**config.mk**
```make
export PLATFORM = sky130hd
export DESIGN_NAME = ppm_p6_stream_parser_flat
export DESIGN_NICKNAME = d
export VERILOG_FILES = /design/src/rtl/core/ppm_pkg.sv /design/src/rtl/core/ppm_stream_if.sv /design/src/rtl/core/ppm_parse_core.sv /design/src/rtl/core/ppm_p6_stream_parser.sv /design/src/flat_wrapper.sv
export SDC_FILE = /design/constraint.sdc
export NUM_CORES = 1
export LEC_CHECK = 0
export BUFFER_PORTS_ARGS = -buffer_cell sky130_fd_sc_hd__buf_2
export CORE_MARGIN = 1.5
export CORE_UTILIZATION = 39
export CTS_CLUSTER_DIAMETER = 30
export DETAILED_ROUTE_END_ITERATION = 16
export PLACE_DENSITY = 0.59
export SETUP_SLACK_MARGIN = 0.4
export SLEW_MARGIN = 20
export SYNTH_ARGS = -nofsm -noshare
export SYNTH_HDL_FRONTEND = slang
export SYNTH_SLANG_ARGS = --single-unit
export TNS_END_PERCENT = 50
```
**constraint.sdc**
```tcl
create_clock -name i_clk -period 5.54 [get_ports i_clk]
set_input_delay 1.108 -clock i_clk [delete_from_list [all_inputs] [get_ports i_clk]]
set_output_delay 1.108 -clock i_clk [all_outputs]
set_load 0.1 [all_outputs]
```
**src/rtl/core/ppm_pkg.sv**
```systemverilog
`timescale 1ns / 1ps
`default_nettype none

package ppm_pkg;

    localparam int DIM_BITS_DEF = 16;
    localparam int OUT_DIM_W    = 16;

    localparam logic [7:0] CH_P       = 8'h50;
    localparam logic [7:0] CH_SIX     = 8'h36;
    localparam logic [7:0] CH_HASH    = 8'h23;
    localparam logic [7:0] CH_NEWLINE = 8'h0A;
    localparam logic [7:0] CH_SPACE   = 8'h20;
    localparam logic [7:0] CH_ZERO    = 8'h30;
    localparam logic [7:0] CH_NINE    = 8'h39;

    localparam logic [1:0] ST_HEADER = 2'd0;
    localparam logic [1:0] ST_PIXEL  = 2'd1;
    localparam logic [1:0] ST_ERROR  = 2'd2;

    typedef struct packed {
        logic [1:0]           status;
        logic [7:0]           pixel_byte;
        logic [OUT_DIM_W-1:0] image_width;
        logic [OUT_DIM_W-1:0] image_height;
        logic                 image_done;
    } t_result;

endpackage

`default_nettype wire

```
**src/rtl/core/ppm_stream_if.sv**
```systemverilog
`timescale 1ns / 1ps
`default_nettype none

interface ppm_in_if;
    logic       valid;
    logic       ready;
    logic [7:0] in_byte;

    modport source (output valid, output in_byte, input ready);
    modport sink (input valid, input in_byte, output ready);
endinterface

interface ppm_out_if;
    logic                           valid;
    logic                           ready;
    logic [1:0]                     status;
    logic [7:0]                     pixel_byte;
    logic [ppm_pkg::OUT_DIM_W-1:0]  image_width;
    logic [ppm_pkg::OUT_DIM_W-1:0]  image_height;
    logic                           image_done;

    modport source (
        output valid, output status, output pixel_byte, output image_width,
        output image_height, output image_done, input ready
    );
    modport sink (
        input valid, input status, input pixel_byte, input image_width,
        input image_height, input image_done, output ready
    );
endinterface

`default_nettype wire

```
**src/rtl/core/ppm_parse_core.sv**
```systemverilog
`timescale 1ns / 1ps
`default_nettype none

module ppm_parse_core #(
    parameter int DIM_BITS = ppm_pkg::DIM_BITS_DEF
) (
    input  wire logic              i_clk,
    input  wire logic              i_rst_n,
    input  wire logic              i_step,
    input  wire logic [7:0]        i_byte,
    output ppm_pkg::t_result       o_result
);

    localparam logic [3:0] PH_MAGIC0  = 4'd0;
    localparam logic [3:0] PH_MAGIC1  = 4'd1;
    localparam logic [3:0] PH_SKIPMAG = 4'd2;
    localparam logic [3:0] PH_CMTCHK  = 4'd3;
    localparam logic [3:0] PH_CMTSKIP = 4'd4;
    localparam logic [3:0] PH_WIDTH   = 4'd5;
    localparam logic [3:0] PH_HEIGHT  = 4'd6;
    localparam logic [3:0] PH_MAXVAL  = 4'd7;
    localparam logic [3:0] PH_PIXELS  = 4'd8;
    localparam logic [3:0] PH_ERROR   = 4'd9;

    localparam int OW = ppm_pkg::OUT_DIM_W;

    logic [3:0]          r_phase, n_phase;
    logic [DIM_BITS-1:0] r_width, n_width;
    logic [DIM_BITS-1:0] r_height, n_height;
    logic                r_frozen, n_frozen;
    logic [1:0]          r_comp, n_comp;
    logic [DIM_BITS-1:0] r_col, n_col;
    logic [DIM_BITS-1:0] r_row, n_row;

    logic                is_digit;
    logic [DIM_BITS-1:0] digit_val;
    logic [DIM_BITS-1:0] width_x10;
    logic [DIM_BITS-1:0] height_x10;
    logic [DIM_BITS:0]   col_inc;
    logic [DIM_BITS:0]   row_inc;

    assign is_digit   = (i_byte >= ppm_pkg::CH_ZERO) && (i_byte <= ppm_pkg::CH_NINE);
    assign digit_val  = DIM_BITS'(i_byte - ppm_pkg::CH_ZERO);
    assign width_x10  = (r_width << 3) + (r_width << 1) + digit_val;
    assign height_x10 = (r_height << 3) + (r_height << 1) + digit_val;
    assign col_inc    = {1'b0, r_col} + {{DIM_BITS{1'b0}}, 1'b1};
    assign row_inc    = {1'b0, r_row} + {{DIM_BITS{1'b0}}, 1'b1};

    always_comb begin
        n_phase  = r_phase;
        n_width  = r_width;
        n_height = r_height;
        n_frozen = r_frozen;
        n_comp   = r_comp;
        n_col    = r_col;
        n_row    = r_row;
        o_result.status     = ppm_pkg::ST_HEADER;
        o_result.pixel_byte = 8'd0;
        o_result.image_done = 1'b0;

        case (r_phase)
            PH_MAGIC0: begin
                if (i_byte == ppm_pkg::CH_P) begin
                    n_phase = PH_MAGIC1;
                end else begin
                    n_phase = PH_ERROR;
                    o_result.status = ppm_pkg::ST_ERROR;
                end
            end
            PH_MAGIC1: begin
                if (i_byte == ppm_pkg::CH_SIX) begin
                    n_phase  = PH_SKIPMAG;
                    n_width  = '0;
                    n_height = '0;
                    n_frozen = 1'b0;
                    n_comp   = 2'd0;
                    n_col    = '0;
                    n_row    = '0;
                end else begin
                    n_phase = PH_ERROR;
                    o_result.status = ppm_pkg::ST_ERROR;
                end
            end
            PH_SKIPMAG, PH_CMTSKIP: begin
                if (i_byte == ppm_pkg::CH_NEWLINE) begin
                    n_phase = PH_CMTCHK;
                end
            end
            PH_CMTCHK, PH_WIDTH: begin
                if ((r_phase == PH_CMTCHK) && (i_byte == ppm_pkg::CH_HASH)) begin
                    n_phase = PH_CMTSKIP;
                end else if (i_byte == ppm_pkg::CH_SPACE) begin
                    n_frozen = 1'b0;
                    n_phase  = PH_HEIGHT;
                end else begin
                    n_phase = PH_WIDTH;
                    if (!r_frozen) begin
                        if (is_digit) begin
                            n_width = width_x10;
                        end else begin
                            n_frozen = 1'b1;
                        end
                    end
                end
            end
            PH_HEIGHT: begin
                if (i_byte == ppm_pkg::CH_NEWLINE) begin
                    n_frozen = 1'b0;
                    n_phase  = PH_MAXVAL;
                end else if (!r_frozen) begin
                    if (is_digit) begin
                        n_height = height_x10;
                    end else begin
                        n_frozen = 1'b1;
                    end
                end
            end
            PH_MAXVAL: begin
                if (i_byte == ppm_pkg::CH_NEWLINE) begin
                    if ((r_width == '0) || (r_height == '0)) begin
                        o_result.image_done = 1'b1;
                        n_phase = PH_MAGIC0;
                    end else begin
                        n_comp  = 2'd0;
                        n_col   = '0;
                        n_row   = '0;
                        n_phase = PH_PIXELS;
                    end
                end
            end
            PH_PIXELS: begin
                o_result.status     = ppm_pkg::ST_PIXEL;
                o_result.pixel_byte = i_byte;
                if (r_comp < 2'd2) begin
                    n_comp = r_comp + 2'd1;
                end else begin
                    n_comp = 2'd0;
                    if (col_inc < {1'b0, r_width}) begin
                        n_col = col_inc[DIM_BITS-1:0];
                    end else begin
                        n_col = '0;
                        if (row_inc < {1'b0, r_height}) begin
                            n_row = row_inc[DIM_BITS-1:0];
                        end else begin
                            n_row = '0;
                            o_result.image_done = 1'b1;
                            n_phase = PH_MAGIC0;
                        end
                    end
                end
            end
            default: begin
                n_phase = PH_ERROR;
                o_result.status = ppm_pkg::ST_ERROR;
            end
        endcase

        o_result.image_width  = OW'(n_width);
        o_result.image_height = OW'(n_height);
    end

    always_ff @(posedge i_clk) begin
        if (!i_rst_n) begin
            r_phase  <= PH_MAGIC0;
            r_width  <= '0;
            r_height <= '0;
            r_frozen <= 1'b0;
            r_comp   <= 2'd0;
            r_col    <= '0;
            r_row    <= '0;
        end else if (i_step) begin
            r_phase  <= n_phase;
            r_width  <= n_width;
            r_height <= n_height;
            r_frozen <= n_frozen;
            r_comp   <= n_comp;
            r_col    <= n_col;
            r_row    <= n_row;
        end
    end

endmodule

`default_nettype wire

```
**src/rtl/core/ppm_p6_stream_parser.sv**
```systemverilog
`timescale 1ns / 1ps
`default_nettype none

// Channel | Direction | Carries
// i_in    | in        | in_byte, one byte of the PPM file per transaction
// o_out   | out       | status, pixel_byte, image_width, image_height, image_done
//
// Every input byte gives exactly one output transaction, through the input register
// and then the output register. One byte per cycle is sustained while o_out is not
// stalled; parser state updates as a byte moves from input to output register.
// Reset is synchronous and active low; it empties both registers and returns the
// parser to waiting for the first magic byte. A stall on o_out holds the output
// register and, once the input register is also full, deasserts i_in.ready.

module ppm_p6_stream_parser #(
    parameter int DIM_BITS = ppm_pkg::DIM_BITS_DEF
) (
    input  wire logic  i_clk,
    input  wire logic  i_rst_n,
    ppm_in_if.sink     i_in,
    ppm_out_if.source  o_out
);

    logic             r_in_valid;
    logic [7:0]       r_in_byte;
    logic             r_out_valid;
    ppm_pkg::t_result r_out;
    ppm_pkg::t_result core_result;
    logic             advance;
    logic             step;

    assign advance    = !r_out_valid || o_out.ready;
    assign step       = r_in_valid && advance;
    assign i_in.ready = !r_in_valid || advance;

    ppm_parse_core #(
        .DIM_BITS (DIM_BITS)
    ) u_core (
        .i_clk    (i_clk),
        .i_rst_n  (i_rst_n),
        .i_step   (step),
        .i_byte   (r_in_byte),
        .o_result (core_result)
    );

    always_ff @(posedge i_clk) begin
        if (!i_rst_n) begin
            r_in_valid <= 1'b0;
        end else if (i_in.ready) begin
            r_in_valid <= i_in.valid;
        end
    end

    always_ff @(posedge i_clk) begin
        if (i_in.ready && i_in.valid) begin
            r_in_byte <= i_in.in_byte;
        end
    end

    always_ff @(posedge i_clk) begin
        if (!i_rst_n) begin
            r_out_valid <= 1'b0;
        end else if (advance) begin
            r_out_valid <= r_in_valid;
        end
    end

    always_ff @(posedge i_clk) begin
        if (step) begin
            r_out <= core_result;
        end
    end

    assign o_out.valid        = r_out_valid;
    assign o_out.status       = r_out.status;
    assign o_out.pixel_byte   = r_out.pixel_byte;
    assign o_out.image_width  = r_out.image_width;
    assign o_out.image_height = r_out.image_height;
    assign o_out.image_done   = r_out.image_done;

endmodule

`default_nettype wire

```
**src/flat_wrapper.sv**
```systemverilog
// flat-port wrapper written by rule: the top's interface ports become plain ports
module ppm_p6_stream_parser_flat 
#(
    parameter int DIM_BITS = ppm_pkg::DIM_BITS_DEF
)
  (i_clk, i_rst_n, i_in_valid, i_in_in_byte, i_in_ready, o_out_valid, o_out_status, o_out_pixel_byte, o_out_image_width, o_out_image_height, o_out_image_done, o_out_ready);
  ppm_in_if i_in_i ();
  ppm_out_if o_out_i ();
  input  wire logic i_clk;
  input  wire logic i_rst_n;
  input wire logic [$bits(i_in_i.valid)-1:0] i_in_valid;
  input wire logic [$bits(i_in_i.in_byte)-1:0] i_in_in_byte;
  output wire logic [$bits(i_in_i.ready)-1:0] i_in_ready;
  output wire logic [$bits(o_out_i.valid)-1:0] o_out_valid;
  output wire logic [$bits(o_out_i.status)-1:0] o_out_status;
  output wire logic [$bits(o_out_i.pixel_byte)-1:0] o_out_pixel_byte;
  output wire logic [$bits(o_out_i.image_width)-1:0] o_out_image_width;
  output wire logic [$bits(o_out_i.image_height)-1:0] o_out_image_height;
  output wire logic [$bits(o_out_i.image_done)-1:0] o_out_image_done;
  input wire logic [$bits(o_out_i.ready)-1:0] o_out_ready;
  assign i_in_i.valid = i_in_valid;
  assign i_in_i.in_byte = i_in_in_byte;
  assign i_in_ready = i_in_i.ready;
  assign o_out_valid = o_out_i.valid;
  assign o_out_status = o_out_i.status;
  assign o_out_pixel_byte = o_out_i.pixel_byte;
  assign o_out_image_width = o_out_i.image_width;
  assign o_out_image_height = o_out_i.image_height;
  assign o_out_image_done = o_out_i.image_done;
  assign o_out_i.ready = o_out_ready;
  ppm_p6_stream_parser #(.DIM_BITS(DIM_BITS)) u_core (.i_clk(i_clk), .i_rst_n(i_rst_n), .i_in(i_in_i), .o_out(o_out_i));
endmodule
```
==> impl_metrics.json, run 1 <==
{
  "fin_area_mm2": 0.00967,
  "syn_inst": 908,
  "htree_levels": 4,
  "powerDensity_mw_per_mm2": 237,
  "drc_errors": 0,
  "p_leak_nw": 3.82,
  "synth-seq-cells": 124,
  "drive_gt1_frac": 0.127,
  "cts.sinks": 124,
  "finalHoldViolCount": 0,
  "internal_power_mw": 1.65,
  "first_pass_iters": 5,
  "dp_cells": 1212,
  "wl_per_cell_um": 17.3,
  "avgViaCountPerCell": 5.53,
  "switching_share": 0.282,
  "syn_avg_cell_area_um2": 9.51,
  "drt_iter0_drc": 404,
  "startpoint_type": "flip-flop",
  "setup.worst_path.start": "u_core.r_in_byte[4]",
  "cts_resized": 0,
  "ir_drop_mv": 0.171,
  "grt_antenna_before_repair": 0,
  "hold_path.class": "flip-flop to flip-flop",
  "io_buffer_count": 56,
  "wl_um": 21500,
  "status": "finished, final reports clean",
  "syn-num-nets": 1012,
  "skew_ns": 0.00994,
  "tightestPinTransition_ns": 1.04,
  "core_mm2": 0.0218,
  "worstPathMaxFanout": 10,
  "placement.cell_area_mm2": 0.00913,
  "syn-cell-area_mm2": 0.00863,
  "max_freq_ghz": 0.240,
  "slew_violations": 0,
  "yosysWarnings": 0,
  "cts-root-buf": "clkbuf_16",
  "required_ns": 5.69,
  "worst_setup_path_end_kind": "flip-flop",
  "overflow": 0,
  "p_clk_frac": 0.442,
  "fp.dieH_um": 152,
  "cts_hold_buf": 0,
  "cts_setup_buffers": 0,
  "rows": 54,
  "hpwlAfterDp_um": 15600,
  "fin_util": 0.445,
  "fin_cells": 1245,
  "start_util": 0.397,
  "grt_pass1_wl_um": 34800,
  "dieArea_mm2": 0.0230,
  "place.gp.congestion": 0.866,
  "rsz0062_at_grt": "no",
  "clk_path_buf_depth": 2,
  "clk_pin_slew_ns": 0.05,
  "period_share": 0.753,
  "antenna_cells": 0,
  "grt_max_degree": 47,
  "p_switching_mw": 0.647,
  "synthFlopType": "dfxtp_1",
  "grt_util_all_layers": 0.194,
  "async_reset_ff_frac": 0,
  "synth_cell_types": 84,
  "max_slew_margin": 0.305,
  "syn_to_final_growth_pct": 12.1,
  "pin_count": 57,
  "rr_startpoint": "u_core.r_in_byte[4]",
  "sequentialPowerShare": 0.433,
  "vias": 6891,
  "finalCriticalPeriod_ns": 4.17,
  "setup_viol": 0,
  "cts_buffers": 17,
  "fin_nets": 1056,
  "tritoncts": "done",
  "ys_seq_area_frac": 0.347,
  "cap_viol_max_count": 0,
  "synth_edf_count": 51,
  "pwr-share-comb": 0.125,
  "detail-route-antenna-nets": 0,
  "setup_tns_ns": 0,
  "die_w_um": 152,
  "arrival_ns": 4.32,
  "grt_pass1_vias": 6609,
  "hold_start": "u_core.u_core.r_row[1]",
  "critPathKind": "flip-flop to flip-flop",
  "worst_skew_pair.late_latency_ns": 0.42
}
## Yosys cell counts, types with 4 or more instances
cell | count | area, um^2
clkbuf_1 | 23 | 86.3
o21ba_2 | 4 | 40.0
dfxtp_1 | 73 | 1460
nand2_1 | 79 | 297
a211oi_1 | 4 | 30.0
and2_1 | 8 | 50.1
inv_1 | 49 | 184
nor3_1 | 21 | 105
o22ai_1 | 7 | 43.8
nor4_1 | 11 | 68.8
fa_1 | 26 | 521
and4_1 | 5 | 43.8
a22oi_1 | 11 | 82.6
a21boi_0 | 8 | 60.1
edfxtp_1 | 51 | 1530
a22o_1 | 18 | 158
nand3_1 | 38 | 190
o31ai_1 | 4 | 30.0
nand3b_1 | 11 | 82.6
nand2b_1 | 8 | 50.1
a21boi_1 | 11 | 82.6
xor2_1 | 21 | 184
o31a_1 | 5 | 43.8
nand4_1 | 9 | 56.3
nor2_1 | 41 | 154
buf_2 | 10 | 50.1
and3_1 | 22 | 138
nor2b_1 | 37 | 231
a21oi_1 | 40 | 200
a21o_1 | 13 | 97.6
a32oi_1 | 9 | 78.8
o21ai_0 | 41 | 205
o211ai_1 | 4 | 30.0
ha_1 | 66 | 826
xnor2_1 | 33 | 289
a31oi_1 | 6 | 37.5
mux2i_1 | 6 | 60.1
o21a_1 | 11 | 82.6
## cell usage in the layout, fill, tap and decap left out, types with 6 or more instances in the layout
cell | Yosys | routed
nand4_1 | 9 | 9
xnor2_1 | 33 | 33
o21ai_0 | 41 | 41
clkinv_2 | 0 | 6
nand2b_1 | 8 | 8
dfxtp_1 | 73 | 73
nor2_1 | 41 | 41
o22ai_1 | 7 | 7
nor3_1 | 21 | 20
nand3_1 | 38 | 38
fa_1 | 26 | 26
a31oi_1 | 6 | 6
nor2b_1 | 37 | 37
a21oi_1 | 40 | 40
a32oi_1 | 9 | 9
o21a_1 | 11 | 11
buf_2 | 10 | 56
a22oi_1 | 11 | 11
a21o_1 | 13 | 13
xor2_1 | 21 | 21
a21boi_0 | 8 | 8
ha_1 | 66 | 66
and2_1 | 8 | 8
nor4_1 | 11 | 11
mux2i_1 | 6 | 6
clkbuf_16 | 0 | 17
a22o_1 | 18 | 18
nand3b_1 | 11 | 11
a21boi_1 | 11 | 11
and3_1 | 22 | 22
nand2_1 | 79 | 79
inv_1 | 49 | 48
edfxtp_1 | 51 | 51
## metrics by stage
step | total power [mW] | hold WS, ns | setup WS, ns
after floorplan | 1.24 | 0.443 | 0.982
after global placement | 1.30 | 0.456 | 1.43
after detailed placement | 1.30 | 0.463 | 1.38
after CTS | 2.31 | 0.470 | 1.35
after global routing | 2.38 | 0.498 | 1.02
final | 2.29 | 0.470 | 1.37
## area by class of cell
class	instances	area, um^2
flip-flops and latches	124	2990
fillers	2119	12100
clock buffers	24	482
well taps	280	350
clock inverters	8	45.0
inverters	49	184
multi-input cells	698	5290
repair buffers	62	329
## cells by family (layout without fill, tap and decap cells)
logic type / Yosys count / in the layout / synth area share
fa+ha+maj: 92 / 92 / 0.156
flops: 124 / 124 / 0.347
compound gates: 231 / 231 / 0.194
mux: 6 / 6 / 0.00696
xor+xnor: 55 / 55 / 0.0574
buf+inv: 86 / 143 / 0.0410
simple gates: 314 / 314 / 0.198
## worst paths after layout
path	to	slack [ns]	cells after the start
max reg2reg	u_core.o_out.image_width[15]	1.37	12
max	u_core.o_out.image_width[15]	1.37	12
min reg2reg	u_core.u_core.r_row[1]	0.47	2
min	u_core.u_core.r_row[1]	0.47	2
## power groups by stage
stage / clock [mW] / sequential (mW) / combinational [mW]
2_1_floorplan: 0 / 1.10 / 0.142
3_3_place_gp: 0 / 1.01 / 0.286
3_5_place_dp: 0 / 1.01 / 0.287
4_1_cts: 1.03 / 0.993 / 0.289
5_1_grt: 1.07 / 0.996 / 0.310
6_report: 1.01 / 0.993 / 0.288
## sequential cells by signal, summed over array words and instances (netlist names)
register	count
u_core.u_core.r_phase	4
u_core.r_in_valid	1
u_core.u_core.r_width	16
u_core.u_core.r_col	16
u_core.u_core.r_height	16
u_core.u_core.r_row	16
u_core.o_out.image_done	1
u_core.u_core.r_comp	2
u_core.u_core.r_frozen	1
u_core.r_in_byte	8
u_core.o_out.pixel_byte	8
u_core.o_out.image_width	16
u_core.o_out.status	2
u_core.o_out.valid	1
u_core.o_out.image_height	16
## worst max-delay path, stage by stage (launching register included)
cell and delay (ns):
edfxtp_1 0.43, ha_1 0.31, nor3_2 0.87, buf_4 0.32
fa_1 0.43, ha_1 0.38, nand3_1 0.14, nor2_1 0.13
a21oi_1 0.09, a311o_1 0.32, o21ai_0 0.22, xnor2_1 0.16
o21ai_0 0.10
## per-layer routing
metal	global-route usage	up-vias	wire length (um)
li1	-	3417	-
met1	0.261	3304	10300
met2	0.318	144	10000
met3	0.0275	26	788
met4	0.0625	0	366
met5	0	-	0
No activity file was read; power rests on OpenSTA's default activity.
==> run 2, diff against run 1 <==
==> constraint.sdc (replaced) <==
create_clock -name i_clk -period 4.1 [get_ports i_clk]
set_input_delay 0.82 -clock i_clk [delete_from_list [all_inputs] [get_ports i_clk]]
set_output_delay 0.82 -clock i_clk [all_outputs]
set_load 0.1 [all_outputs]
==> impl_metrics.json, run 2 (synthesis gave the netlist of run 1 again) <==
{
  "status": "finished, final reports clean",
  "dieArea_mm2": 0.0230,
  "grt_pass1_wl_um": 35400,
  "cts-root-buf": "clkbuf_16",
  "htree_levels": 4,
  "worstPathMaxFanout": 15,
  "cap_viol_max_count": 0,
  "startpoint_type": "flip-flop",
  "setup_viol": 0,
  "avgViaCountPerCell": 5.56,
  "rows": 54,
  "wl_um": 22300,
  "cts_hold_buf": 0,
  "p_leak_nw": 3.99,
  "cts.sinks": 124,
  "fin_area_mm2": 0.0100,
  "drive_gt1_frac": 0.168,
  "rsz0062_at_grt": "no",
  "max_freq_ghz": 0.283,
  "syn_to_final_growth_pct": 16.4,
  "drc_errors": 0,
  "arrival_ns": 3.87,
  "tritoncts": "done",
  "fp.dieH_um": 152,
  "hpwlAfterDp_um": 15900,
  "final_common_cell": "nand2_1",
  "required_ns": 4.44,
  "max_slew_margin": 0.473,
  "finalCriticalPeriod_ns": 3.53,
  "placement.cell_area_mm2": 0.00922,
  "core_mm2": 0.0218,
  "io_buffer_count": 56,
  "fin_util": 0.462,
  "clk_pin_slew_ns": 0.06,
  "grt_pass1_vias": 6768,
  "start_util": 0.397,
  "pin_count": 57,
  "tightestPinTransition_ns": 0.789,
  "place.gp.congestion": 0.868,
  "final_cell_mix": "nand2_1 (79), dfxtp_1 (73), ha_1 (64)",
  "worst_skew_pair.late_latency_ns": 0.43,
  "fin_nets": 1076,
  "first_pass_iters": 4,
  "powerDensity_mw_per_mm2": 340,
  "vias": 7039,
  "grt_util_all_layers": 0.200,
  "fin_ws_ns": 0.566,
  "preCtsSetupSlack_ns": 0.350,
  "overflow": 0,
  "grt_max_degree": 47,
  "slew_violations": 0,
  "die_w_um": 152,
  "grt_antenna_before_repair": 0,
  "detail-route-antenna-nets": 0,
  "setup_tns_ns": 0,
  "fill_cells": 2062,
  "finalHoldViolCount": 0,
  "period_share": 0.862,
  "antenna_cells": 0,
  "cts_buffers": 17,
  "hold_path.class": "flip-flop to flip-flop",
  "skew_ns": 0.0136,
  "worst_setup_path_end_kind": "flip-flop",
  "ir_drop_mv": 0.206,
  "wl_per_cell_um": 17.6,
  "drt_iter0_drc": 435,
  "critPathKind": "flip-flop to flip-flop",
  "clk_path_buf_depth": 2
}
## run 2: changes by cell type in the layout (fill, tap and decap cells not counted), sizes merged
| cell | before | now |
|---|---|---|
| inv | 49 | 50 |
| buf | 62 | 82 |
| bufinv | 0 | 5 |
| clkinvlp | 2 | 3 |
| clkbuf | 24 | 21 |
| clkinv | 6 | 2 |
## run 2: what timing repair did
action / in CTS / in global routing
pin swaps: 0 / 4
resized for setup: 2 / 27
setup endpoints to repair: 10 / 48
buffers inserted: 0 / 10
## run 2: path summary, 6_finish.rpt
path / startpoint / end / slack, ns / cells after the start
worst min-delay path: u_core.u_core.r_row[6] / u_core.u_core.r_row[6] / 0.48 / 2
worst max register to register: u_core.u_core.r_row[0] / u_core.u_core.r_row[3] / 0.57 / 14
worst min register to register: u_core.u_core.r_row[6] / u_core.u_core.r_row[6] / 0.48 / 2
worst max-delay path: u_core.u_core.r_row[0] / u_core.u_core.r_row[3] / 0.57 / 14
## run 2: final cells by class
cell class                      instances  area (um^2)  area share
Clock buffer                           21          450      0.0448
Sequential cell                       124         2990       0.298
Multi-Input combinational cell        698         5400       0.538
Inverter                               49          184      0.0183
Tap cell                              280          350      0.0349
Timing Repair Buffer                   82          479      0.0477
Clock inverter                         11          190      0.0189
## run 2: stage by stage
step,hold slack (ns),cells,power (mW)
detailed placement,0.476,1223,1.76
CTS,0.484,1255,3.43
floorplan,0.443,908,1.67
global placement,0.463,1223,1.76
finish,0.483,1265,3.41
global route,0.511,1265,3.53
## run 2: routing by layer
metal | up-vias | part of all wire | GRT usage
li1 | 3475 | - | -
met1 | 3385 | 0.48 | 0.270
met2 | 154 | 0.47 | 0.323
met3 | 25 | 0.037 | 0.0338
met4 | 0 | 0.015 | 0.0688
met5 | - | 0 | 0
## run 2: critical path, stage by stage, from the launching register on
cell	delay, ns
dfxtp_1	0.39
ha_1	0.25
and3_2	0.29
nand4_1	0.26
nor2_1	0.20
xor2_1	0.21
ha_1	0.28
a21o_1	0.18
a21oi_1	0.19
o21ai_0	0.18
nor4b_2	0.32
buf_6	0.23
o211ai_4	0.14
buf_4	0.20
o22ai_1	0.12
## run 2: power breakdown
| part | total (mW) | internal (mW) | switching [mW] | leakage, nW |
|---|---|---|---|---|
| Combinational | 0.408 | 0.112 | 0.295 | 2.60 |
| Sequential | 1.34 | 1.31 | 0.0283 | 1.08 |
| Clock | 1.66 | 1.09 | 0.572 | 0.301 |
==> run 3, diff against run 2 <==
--- a/config.mk
+++ b/config.mk
@@ -11,6 +11,7 @@
 export CTS_CLUSTER_DIAMETER = 30
 export DETAILED_ROUTE_END_ITERATION = 16
 export PLACE_DENSITY = 0.59
+export RECOVER_POWER = 50
 export SETUP_SLACK_MARGIN = 0.4
 export SLEW_MARGIN = 20
 export SYNTH_ARGS = -nofsm -noshare
==> impl_metrics.json, run 3 (synthesis gave the netlist of run 1 again) <==
{
  "clk_pin_slew_ns": 0.06,
  "overflow": 0,
  "avgViaCountPerCell": 5.54,
  "max_slew_margin": 0.150,
  "status": "finished, final reports clean",
  "worst-path-buf-inv": 2,
  "crit_family": "simple AND/OR/NAND/NOR gates",
  "tightestPinTransition_ns": 1.28,
  "setup_tns_ns": 0,
  "rows": 54,
  "worstPathMaxFanout": 15,
  "setup_viol": 0,
  "rr_startpoint": "u_core.u_core.r_row[0]",
  "die_w_um": 152,
  "cp_common_cell": "ha_1",
  "cts_hold_buf": 0,
  "max_stage_delay_ns": 0.39,
  "cts_buffers": 17,
  "skew_ns": 0.00980,
  "p_switching_mw": 0.896,
  "wl_um": 22300,
  "rsz0062_at_grt": "no",
  "preCtsSetupSlack_ns": 0.350,
  "cap_viol_max_count": 0,
  "detail-route-antenna-nets": 0,
  "dieArea_mm2": 0.0230,
  "r2r_cells": 14,
  "cts.sinks": 124,
  "worst_setup_path_end_kind": "flip-flop",
  "max_freq_ghz": 0.284,
  "start_util": 0.397,
  "sequentialPowerShare": 0.394,
  "cp_cell_sequence": "ha_1 > and3_2 > nand4_1 > nor2_1 > xor2_1 > ha_1 > a21o_1 > a21oi_1 > o21ai_0 > nor4b_2 > buf_6 > o211ai_4 > buf_4 > o22ai_1",
  "fp.dieH_um": 152,
  "internal_power_mw": 2.51,
  "clk_path_buf_depth": 2,
  "io_buffer_count": 56,
  "antenna_cells": 0,
  "finalHoldViolCount": 0,
  "final_common_cell": "nand2_1",
  "drive_gt1_frac": 0.114,
  "grt_pass1_vias": 6768,
  "place.gp.congestion": 0.868,
  "cp_slowest_cell": "dfxtp_1",
  "final_cell_mix": "nand2_1 (79), dfxtp_1 (73), ha_1 (64)",
  "drc_errors": 0,
  "grt_util_all_layers": 0.200,
  "core_mm2": 0.0218,
  "first_pass_iters": 5,
  "hpwlAfterDp_um": 15900,
  "hold_slack_ns": 0.483,
  "pwr-share-comb": 0.118,
  "fill_cells": 2098,
  "grt_pass1_wl_um": 35400,
  "grt_max_degree": 47,
  "crit_cells": 14,
  "syn_to_final_growth_pct": 15.5,
  "p_leak_nw": 3.84,
  "powerDensity_mw_per_mm2": 342,
  "drt_iter0_drc": 368,
  "grt_antenna_before_repair": 0,
  "r2r_slack_ns": 0.58,
  "fin_util": 0.458,
  "finalCriticalPeriod_ns": 3.52,
  "period_share": 0.859,
  "fin_ws_ns": 0.579,
  "rr_endpoint": "u_core.u_core.r_row[3]",
  "wl_per_cell_um": 17.7,
  "required_ns": 4.44,
  "tritoncts": "done",
  "cts-root-buf": "clkbuf_16",
  "fin_nets": 1076,
  "worst_skew_pair.late_latency_ns": 0.43,
  "worstSetupEndpoint": "u_core.u_core.r_row[3]",
  "critPathKind": "flip-flop to flip-flop",
  "p_total_mw": 3.41,
  "vias": 7006,
  "p_clk_frac": 0.489,
  "pin_count": 57,
  "switching_share": 0.263,
  "startpoint_type": "flip-flop",
  "slew_violations": 0,
  "ir_drop_mv": 0.205,
  "hold_path.class": "flip-flop to flip-flop",
  "htree_levels": 4,
  "arrival_ns": 3.86,
  "setup.worst_path.start": "u_core.u_core.r_row[0]"
}
run 3: layout make-up:
| cell class | instances | area [um^2] | area share |
|---|---|---|---|
| Timing Repair Buffer | 82 | 409 | 0.0410 |
| Clock inverter | 11 | 190 | 0.0191 |
| Inverter | 49 | 184 | 0.0184 |
| Sequential cell | 124 | 2990 | 0.300 |
| Tap cell | 280 | 350 | 0.0351 |
| Multi-Input combinational cell | 698 | 5390 | 0.541 |
| Clock buffer | 21 | 450 | 0.0452 |
run 3: timing repair:
action                                  4_1_cts  5_1_grt
buffers inserted                              0       10
pin swaps                                     0        4
gates resized for setup                       2       27
endpoints found under the setup margin       10       48
run 3: how the worst min path moves through the flow:
stage,from,to,cells after the start
after global placement,u_core.u_core.r_row[6],u_core.u_core.r_row[6],2
after global routing,u_core.u_core.r_comp[0],u_core.u_core.r_comp[1],2
after detailed placement,u_core.u_core.r_row[6],u_core.u_core.r_row[6],2
after floorplan,u_core.u_core.r_row[1],u_core.u_core.r_row[1],2
after CTS,u_core.u_core.r_row[6],u_core.u_core.r_row[6],2
final,u_core.u_core.r_row[6],u_core.u_core.r_row[6],2
run 3: power by group through the flow:
| stage | Sequential, mW | Clock, mW | Combinational (mW) |
|---|---|---|---|
| floorplan | 1.48 | 0 | 0.193 |
| global placement | 1.37 | 0 | 0.393 |
| detailed placement | 1.37 | 0 | 0.393 |
| CTS | 1.34 | 1.69 | 0.397 |
| global route | 1.35 | 1.75 | 0.430 |
| finish | 1.34 | 1.67 | 0.401 |
run 3: routing by layer:
layer,GRT usage,up-vias,wire length (um)
li1,-,3467,-
met1,0.270,3353,10700
met2,0.323,161,10400
met3,0.0338,25,843
met4,0.0688,0,339
met5,0,-,0
run 3: metrics by stage:
step	std cells	cell area [um^2]
2_1_floorplan	908	8640
3_3_place_gp	1223	9220
3_5_place_dp	1223	9220
4_1_cts	1255	9870
5_1_grt	1265	9970
6_report	1265	9970
run 3: worst register-to-register path, delay by kind of cell (launching register included):
family,cells,cell delay [ns]
AND/OR/NAND/NOR,4,1.06
AO/OA/AOI/OAI,5,0.83
adder cells (fa/ha/maj),2,0.53
buffers and inverters,2,0.43
flip-flops,1,0.39
XOR/XNOR,1,0.21
